<file path="config.mk">
export PLATFORM = sky130hd
export DESIGN_NAME = bigrc_calc
export DESIGN_NICKNAME = d
export VERILOG_FILES = /design/src/big_reference_counter_table_top_defines.svh /design/src/bigrc_pkg.sv /design/src/bigrc_calc.sv
export SDC_FILE = /design/constraint.sdc
export NUM_CORES = 1
export LEC_CHECK = 0
export BUFFER_PORTS_ARGS = -buffer_cell sky130_fd_sc_hd__buf_2
export CAP_MARGIN = 30
export CORE_AREA = 2 2 128 105
export DETAILED_ROUTE_END_ITERATION = 7
export DIE_AREA = 0 0 130 107
export PLACE_DENSITY = 0.72
export SYNTH_ARGS = -nofsm -noshare
export SYNTH_HDL_FRONTEND = slang
export SYNTH_SLANG_ARGS = --single-unit
</file>
<file path="constraint.sdc">
create_clock -name vclk -period 4.3
set_input_delay 0.86 -clock vclk [all_inputs]
set_output_delay 0.86 -clock vclk [all_outputs]
set_load 0.02 [all_outputs]
</file>
<file path="src/big_reference_counter_table_top_defines.svh">
// assertion macros shared by the reference counter table rtl
`ifndef BIG_REFERENCE_COUNTER_TABLE_TOP_DEFINES_SVH
`define BIG_REFERENCE_COUNTER_TABLE_TOP_DEFINES_SVH

`ifndef SYNTHESIS
// checked property with reset disable
`define BIGRC_ASSERT(label, clk, rst_n, prop, msg) \
	label: assert property (@(posedge clk) disable iff (!(rst_n)) (prop)) else $error(msg);
// checked property that also holds through reset
`define BIGRC_ASSERT_ALWAYS(label, clk, prop, msg) \
	label: assert property (@(posedge clk) (prop)) else $error(msg);
`else
`define BIGRC_ASSERT(label, clk, rst_n, prop, msg)
`define BIGRC_ASSERT_ALWAYS(label, clk, prop, msg)
`endif

`endif

</file>
<file path="src/bigrc_pkg.sv">
// shared types and constants of the reference counter table
package bigrc_pkg;

	localparam int IDX_W = 15;
	localparam int CNT_W = 32;
	localparam int LIM_W = 15;

	localparam logic [CNT_W-1:0] COUNT_MAX = 32'hFFFF_FFFF;
	localparam logic [LIM_W-1:0] LIMIT_RESET = 15'h7FFF;

	localparam logic KIND_TAKE = 1'b0;
	localparam logic KIND_DROP = 1'b1;

	localparam logic [1:0] STAT_OK       = 2'd0;
	localparam logic [1:0] STAT_FULL     = 2'd1;
	localparam logic [1:0] STAT_OVERFLOW = 2'd2;
	localparam logic [1:0] STAT_INVALID  = 2'd3;

	typedef struct packed {
		logic             new_is_big;
		logic [IDX_W-1:0] new_index;
		logic [CNT_W-1:0] counter_value;
		logic [1:0]       status;
	} result_t;

	typedef struct packed {
		logic             mem_we;
		logic [IDX_W-1:0] mem_idx;
		logic [CNT_W-1:0] mem_wdata;
		logic             head_we;
		logic [IDX_W-1:0] head_next;
		result_t          res;
	} update_t;

endpackage

</file>
<file path="src/bigrc_calc.sv">
// read-modify-write decision for one take or drop word
module bigrc_calc
	import bigrc_pkg::*;
#(
	parameter int CAPACITY = 1024
) (
	input  logic             kind,
	input  logic             is_big,
	input  logic [IDX_W-1:0] entry_index,
	input  logic [LIM_W-1:0] limit,
	input  logic [IDX_W-1:0] free_head,
	input  logic [CNT_W-1:0] rdata,
	output update_t          upd
);

	localparam logic [IDX_W:0] CAP_EXT = (IDX_W+1)'(CAPACITY);

	logic [CNT_W-1:0] lim_ext;
	logic [CNT_W-1:0] lim_p1;
	logic [CNT_W-1:0] inc_v;
	logic [CNT_W-1:0] dec_v;
	logic             head_full;
	logic             idx_bad;

	assign lim_ext   = {{(CNT_W-LIM_W){1'b0}}, limit};
	assign lim_p1    = lim_ext + CNT_W'(1);
	assign inc_v     = rdata + CNT_W'(1);
	assign dec_v     = rdata - CNT_W'(1);
	assign head_full = {1'b0, free_head} >= CAP_EXT;
	assign idx_bad   = {1'b0, entry_index} >= CAP_EXT;

	always_comb begin
		upd           = '0;
		upd.mem_idx   = entry_index;
		upd.head_next = free_head;
		if (kind == KIND_TAKE) begin
			if (!is_big) begin
				if (head_full) begin
					upd.res = '{1'b0, limit, '0, STAT_FULL};
				end else begin
					// pop the free head, its link becomes the new head
					upd.mem_we    = 1'b1;
					upd.mem_idx   = free_head;
					upd.mem_wdata = lim_p1;
					upd.head_we   = 1'b1;
					upd.head_next = rdata[IDX_W-1:0];
					upd.res       = '{1'b1, free_head, lim_p1, STAT_OK};
				end
			end else if (idx_bad) begin
				upd.res = '{1'b1, entry_index, '0, STAT_INVALID};
			end else if (rdata == COUNT_MAX) begin
				upd.res = '{1'b1, entry_index, rdata, STAT_OVERFLOW};
			end else begin
				upd.mem_we    = 1'b1;
				upd.mem_wdata = inc_v;
				upd.res       = '{1'b1, entry_index, inc_v, STAT_OK};
			end
		end else begin
			if (!is_big) begin
				upd.res = '{1'b0, entry_index, '0, STAT_INVALID};
			end else if (idx_bad) begin
				upd.res = '{1'b1, entry_index, '0, STAT_INVALID};
			end else if (rdata <= lim_ext) begin
				upd.res = '{1'b1, entry_index, rdata, STAT_INVALID};
			end else if (dec_v == lim_ext) begin
				// back to the small count: push the entry on the free list
				upd.mem_we    = 1'b1;
				upd.mem_wdata = {{(CNT_W-IDX_W){1'b0}}, free_head};
				upd.head_we   = 1'b1;
				upd.head_next = entry_index;
				upd.res       = '{1'b0, limit, '0, STAT_OK};
			end else begin
				upd.mem_we    = 1'b1;
				upd.mem_wdata = dec_v;
				upd.res       = '{1'b1, entry_index, dec_v, STAT_OK};
			end
		end
	end

endmodule

</file>
==> metrics.md, run 1 <==
| Metric | Value |
|---|---|
| Outcome | finished, violations left |
| Failing checks | negative setup slack |
| Syn_nets | 970 |
| Most frequent cell after synthesis | nand2_1 |
| Starting Density | 41.4% |
| Antenna cells | 0 |
| Clock buffer count | 0 |
| Via/cell ratio | 6.36 |
| Fin crit period | 4790 ps |
| Worst-margin pin slew | 776 ps |
| Area Growth Syn to Fin | 90.1% |
| Final Util | 78.7% |
| Hold WC Path Type | input port to output pin |
| Achievable Freq | 209 MHz |
| Top cells by area, synth | nand2_1 (10%), xnor2_1 (8.2%), nor2_1 (5.0%) |
| First-pass GRT wire length | 46.2 mm |
| Hpwl dp | 24.8 mm |
| Critical path cell sequence | buf_2, nor4_4, nand3_2, or4_4, xnor2_2, buf_4, or3_4, nor4_4, buf_6, buf_6, buf_16, nor2_1, a311oi_2, buf_4 |
| Worst hold stages | 4 |
| Endpoints failing setup | 72 |
| Cell family with most CP delay | simple AND/OR/NAND/NOR gates |
| Post-CTS Hold Buffers | 0 |
| Die W | 130 um |
| Syn avg cell area | 6.00 sq um |
| Worst Hold Launch | free_head[11] |
| FF+latch area | 0 sq um |
| Num rows | 37 |
| Fill cell count | 900 |
| Post-synthesis sequential area ratio | 0% |
| LEAKAGE | 4.43 nW |
| CP bufs+invs | 6 |
| Period utilization | 111% |
| Yosys top cell area share | 10.1% |
| Critical Path Start Type | input port |
| DR pass1 iterations | 6 |
| Seq cells | 0 |
| Worst Path Required | 3440 ps |
| Hold Path End | upd[61] |
| Final net count | 1377 |
| Setup Crit Path Kind | input port to output pin |
| Cells after Synth | 872 |
| Die Ht | 107 um |
| Drt wl/cell | 22.8 um |
| Top-Level Pins | 193 |
| Total global routing overflow | 0 |
| Die ar. | 13900 sq um |
| Worst Setup End Kind | output pin |
| Final hold vios | 0 |
| Yosys warnings | 0 |
| Crit Path Max Fanout | 6 |
| Core Box Area | 12600 sq um |
| Synth cell types | 73 |
| I/O Buffers | 193 |
| Routed vias | 9232 |
| Commonest cells in the netlist | nand2_1 (141), nor2_1 (70), clkbuf_1 (55) |
| Pre-CTS WS | -679 ps |
| Slew Limit Headroom | 47.8% |
| Multi-input logic area | 5830 sq um |
| CP max stage cell | or4_4 |
| Largest net degree at the start of global routing | 39 |
| Initial DRC Count | 1214 |
| Power density over the cells | 74.0 nW/um^2 |
| Worst setup margin | -493 ps |
| Peak supply drop | 0.0742 mV |
| Number of global-route vias before repair | 8251 |
| Worst stage delay on the critical path | 590 ps |
| Initial antenna violation count | 1 |
| Worst EP arrival | 3930 ps |
| Overall Global Routing Usage | 42.9% |
| Synth area leader | nand2_1 |
| Max cap viols | 0 |
| WL final | 33.1 mm |
| Mapped cell area | 5230 sq um |
| Final Max Slew Viols | 0 |
| Routability congestion estimate from global placement | 1.03 |
| Fraction of layout cells with a size suffix above 1 | 50.5% |
| ANT nets after route | 0 |
| DR DRC count | 0 |
| RSZ-0062 raised after global routing | yes |
[cell type report]
class                      count  area share [%]
inverter                      35            1.61
multi-input combinational    768            58.7
tap                          175            2.20
timing repair buffer         474            37.5
[power breakdown]
group	total [mW]	switching, mW	internal (mW)
Combinational	0.736	0.424	0.312
Sequential	0	0	0
Clock	0	0	0
[layer usage]
metal	part of all wire, %	global-route usage, %
met1	40	59.5
met2	41	63.5
met3	14	14.0
met4	4.2	11.2
met5	0.036	0
[timing repair]
| action | 4_1_cts | 5_1_grt |
|---|---|---|
| gates resized for setup | 157 | 105 |
| endpoints found under the setup margin | 98 | 95 |
| endpoints found under the hold margin | 0 | 0 |
| pin swaps | 42 | 51 |
| setup buffers | 22 | 13 |
| cloned | 5 | 1 |
[worst max path at each step]
| stage | start | to | slack, ps | cells past startpoint |
|---|---|---|---|---|
| floorplan | rdata[2] | upd[34] | -380 | 9 |
| global placement | rdata[0] | upd[35] | -650 | 12 |
| detailed placement | rdata[0] | upd[36] | -680 | 12 |
| CTS | rdata[0] | upd[36] | -380 | 17 |
| global route | rdata[14] | upd[34] | -540 | 14 |
| finish | rdata[14] | upd[37] | -490 | 14 |
[per-stage QoR]
stage                     setup TNS [ps]  power, mW  cells  area (sq um)  hold slack [ps]
after floorplan                   -13690      0.332    872          5710             1850
after global placement            -36160      0.625   1411          8460             2050
after detailed placement          -37280      0.629   1411          8460             2060
after CTS                         -16030      0.673   1438          9360             2060
after global routing              -27250      0.772   1452          9940             2080
final                             -22890      0.736   1452          9940             2070
[cell families (layout without fill, tap and decap cells)]
kind of cell	after synthesis	after routing	share of synthesized area, %
compound gates	225	225	29.2
xor+xnor	72	72	12.6
mux	18	18	3.44
simple gates	434	434	42.1
fa+ha+maj	19	19	4.54
buf+inv	104	509	8.08
[cell usage in the layout (no fill, tap or decap), types with 10 or more instances in the layout]
cell type,n
a31oi_2,10
xor2_1,20
a211oi_1,11
inv_1,32
buf_12,12
nand3_1,39
o22ai_1,22
nand4_1,21
o21ai_0,31
ha_1,14
a21oi_1,25
nor2_1,61
nor4_1,17
o21ai_2,17
nor3_1,22
xnor2_1,47
buf_2,131
nand2_1,135
buf_4,257
buf_6,68
nand2b_1,22
Note: power is estimated with default switching activity, not from simulation.
==> inputs of run 2 (changes only) <==
Settings changed: ABC_AREA set to 1, CORE_AREA 2 2 128 105 to 2 2 135 111, DIE_AREA 0 0 130 107 to 0 0 137 113, PLACE_DENSITY 0.72 to 0.7.
==> run 2 against run 1 <==
Net effect: the run now ends clean; clock-buffer cell count stayed put; global-route usage fell by 5.7 points; routed wire length down 8.3%; sequential share of layout area unchanged; non-clock buffer count down 182; sequential cell count stayed put; combinational power fell by 22%; core utilization fell by 24 points; synthesized cell count is 30% higher; critical path type unchanged.
==> metrics.md, run 2 <==
| Metric | Value |
|---|---|
| Outcome | complete, no violations |
| Critical path cell sequence | buf_2, inv_2, buf_4, ha_1, a21oi_1, o21ai_0, nor2_1, and2_1, nand3_1, nor2_1, nand3_2, nor2_4, nand2_4, nand3_4, inv_4, buf_4, nand2_4, nand3_1, buf_2 |
| Syn avg cell area | 5.17 sq um |
| Worst-margin pin slew | 605 ps |
| Final hold vios | 0 |
| Critical Path Start Type | input port |
| Core Box Area | 14100 sq um |
| Final net count | 1470 |
| Die Ht | 113 um |
| ANT nets after route | 0 |
| Routed vias | 8928 |
| Final Max Slew Viols | 0 |
| Combinational share of power | 100.0% |
| Initial DRC Count | 1238 |
| Largest net degree at the start of global routing | 51 |
| Pint | 0.184 mW |
| Commonest cells in the netlist | nand2_1 (306), inv_1 (128), nand3_1 (127) |
| Post-synthesis sequential area ratio | 0% |
| Post-Route Setup TNS | 0 ps |
| I/O Buffers | 193 |
| Setup Crit Path Kind | input port to output pin |
| Overall Global Routing Usage | 37.2% |
| Seq cells | 0 |
| Starting Density | 41.6% |
| WL final | 30.3 mm |
| Design Area, Final | 7720 sq um |
| Initial antenna violation count | 1 |
| Slew Limit Headroom | 59.6% |
| Sw frac | 67.9% |
| Peak supply drop | 0.0499 mV |
| Fraction of layout cells with a size suffix above 1 | 30.0% |
| First-pass GRT wire length | 44.5 mm |
| Worst Hold Launch | free_head[14] |
| Cells after Synth | 1131 |
| Leading cell type in the layout, fill and taps excluded | nand2_1 |
| Total global routing overflow | 0 |
| Synth area leader | nand2_1 |
| Via/cell ratio | 5.75 |
| Top cells by area, synth | nand2_1 (20%), nand3_1 (11%), inv_1 (8.2%) |
| Post-CTS Hold Buffers | 0 |
| Syn_nets | 1229 |
| Hold Slack | 2110 ps |
| Worst EP arrival | 3310 ps |
| Synth cell types | 46 |
| Cell family with most CP delay | simple AND/OR/NAND/NOR gates |
| CP max stage cell | ha_1 |
| Yosys warnings | 0 |
| Achievable Freq | 240 MHz |
| CP bufs+invs | 6 |
| Endpoints failing setup | 0 |
| Die W | 137 um |
| Net Switching | 0.389 mW |
| Most frequent cell after synthesis | nand2_1 |
| Clock buffer count | 0 |
| Reg power frac | 0% |
| DR pass1 iterations | 7 |
| Routability congestion estimate from global placement | 1.05 |
| Max cap viols | 0 |
| Drt wl/cell | 19.5 um |
| DR DRC count | 0 |
| Number of global-route vias before repair | 7708 |
| Hold WC Path Type | input port to output pin |
| Clk pwr share | 0% |
| Area of placed instances | 7510 sq um |
| Top-Level Pins | 193 |
| Worst Setup End Kind | output pin |
| Hold Path End | upd[64] |
| Crit Path Max Fanout | 5 |
| Antenna cells | 0 |
| Most frequent cells in the layout | nand2_1 (293), buf_2 (191), inv_1 (126), nand3_1 (125), nor2_1 (112) |
| Mapped cell area | 5850 sq um |
| Hpwl dp | 25.4 mm |
| Power density over the cells | 74.3 nW/um^2 |
| Area Growth Syn to Fin | 31.9% |
| Yosys top cell area share | 19.6% |
| Die ar. | 15500 sq um |
| Worst hold stages | 4 |
| Period utilization | 97.0% |
| Worst stage delay on the critical path | 290 ps |
| Worst Path Required | 3440 ps |
| Num rows | 39 |
| Fin crit period | 4170 ps |
| FF+latch area | 0 sq um |
| LEAKAGE | 4.17 nW |
-- run 2: cell count changes after synthesis, sizes merged, moves of 18 or more --
cell    previous run  this run
mux2i             18         0
nor2              70       155
nor4              31         6
xnor2             49         1
nand2            142       339
clkbuf            55        26
inv               35       136
nand4             21        61
nand3             49       136
nand2b            22         0
a211oi            21         0
-- run 2: cell type report --
type / count / area [sq um]
timing repair buffer: 292 / 1810
inverter: 139 / 524
tap: 184 / 230
multi-input combinational: 939 / 5150
fill: 1547 / 6340
-- run 2: kinds of logic (layout without fill, tap and decap cells) --
logic type | after synthesis | count (layout) | share of synthesized area (%)
xor gates and xnor gates | 33 | 33 | 5.18
adders and majority gates | 19 | 19 | 4.07
AOI/OAI and AO/OA | 155 | 155 | 15.4
and+or+nand+nor | 731 | 732 | 60.6
buffers and inverters | 193 | 431 | 14.8
-- run 2: worst max path at each step --
| stage | cells past startpoint | slack [ps] | start | to |
|---|---|---|---|---|
| after floorplan | 12 | 430 | limit[10] | upd[89] |
| after global placement | 13 | 50 | limit[2] | upd[17] |
| after detailed placement | 18 | 80 | rdata[0] | upd[16] |
| after CTS | 18 | 70 | rdata[0] | upd[16] |
| after global routing | 19 | -20 | rdata[1] | upd[41] |
| final | 19 | 130 | rdata[0] | upd[79] |
-- run 2: through the flow --
step | setup WS [ps] | power, mW | std cells | utilization, %
floorplan | 435 | 0.319 | 1131 | -
global placement | 47.1 | 0.543 | 1550 | 53.4
detailed placement | 85.0 | 0.543 | 1550 | 53.4
CTS | 70.2 | 0.545 | 1550 | 53.4
global route | -22.4 | 0.617 | 1554 | 54.9
finish | 130 | 0.573 | 1554 | 54.9
-- run 2: layer usage --
| layer | GRT usage, % | wire (um) | share of wire, % | vias to the layer above |
|---|---|---|---|---|
| li1 | - | - | - | 4246 |
| met1 | 57.2 | 13400 | 44 | 4031 |
| met2 | 54.6 | 12500 | 41 | 622 |
| met3 | 8.24 | 4240 | 14 | 27 |
| met4 | 2.75 | 238 | 0.78 | 2 |
| met5 | 0 | 12 | 0.040 | - |
-- run 2: power groups by stage --
stage          Combinational (mW)  Clock (mW)  Sequential (mW)
2_1_floorplan               0.319           0                0
3_3_place_gp                0.543           0                0
3_5_place_dp                0.543           0                0
4_1_cts                     0.545           0                0
5_1_grt                     0.617           0                0
6_report                    0.573           0                0
-- run 2: timing repair --
| item | 4_1_cts | 5_1_grt |
|---|---|---|
| gates resized for setup | 0 | 46 |
| setup endpoints to repair | 0 | 73 |
| buffers inserted | 0 | 2 |
| endpoints found under the hold margin | 0 | 0 |
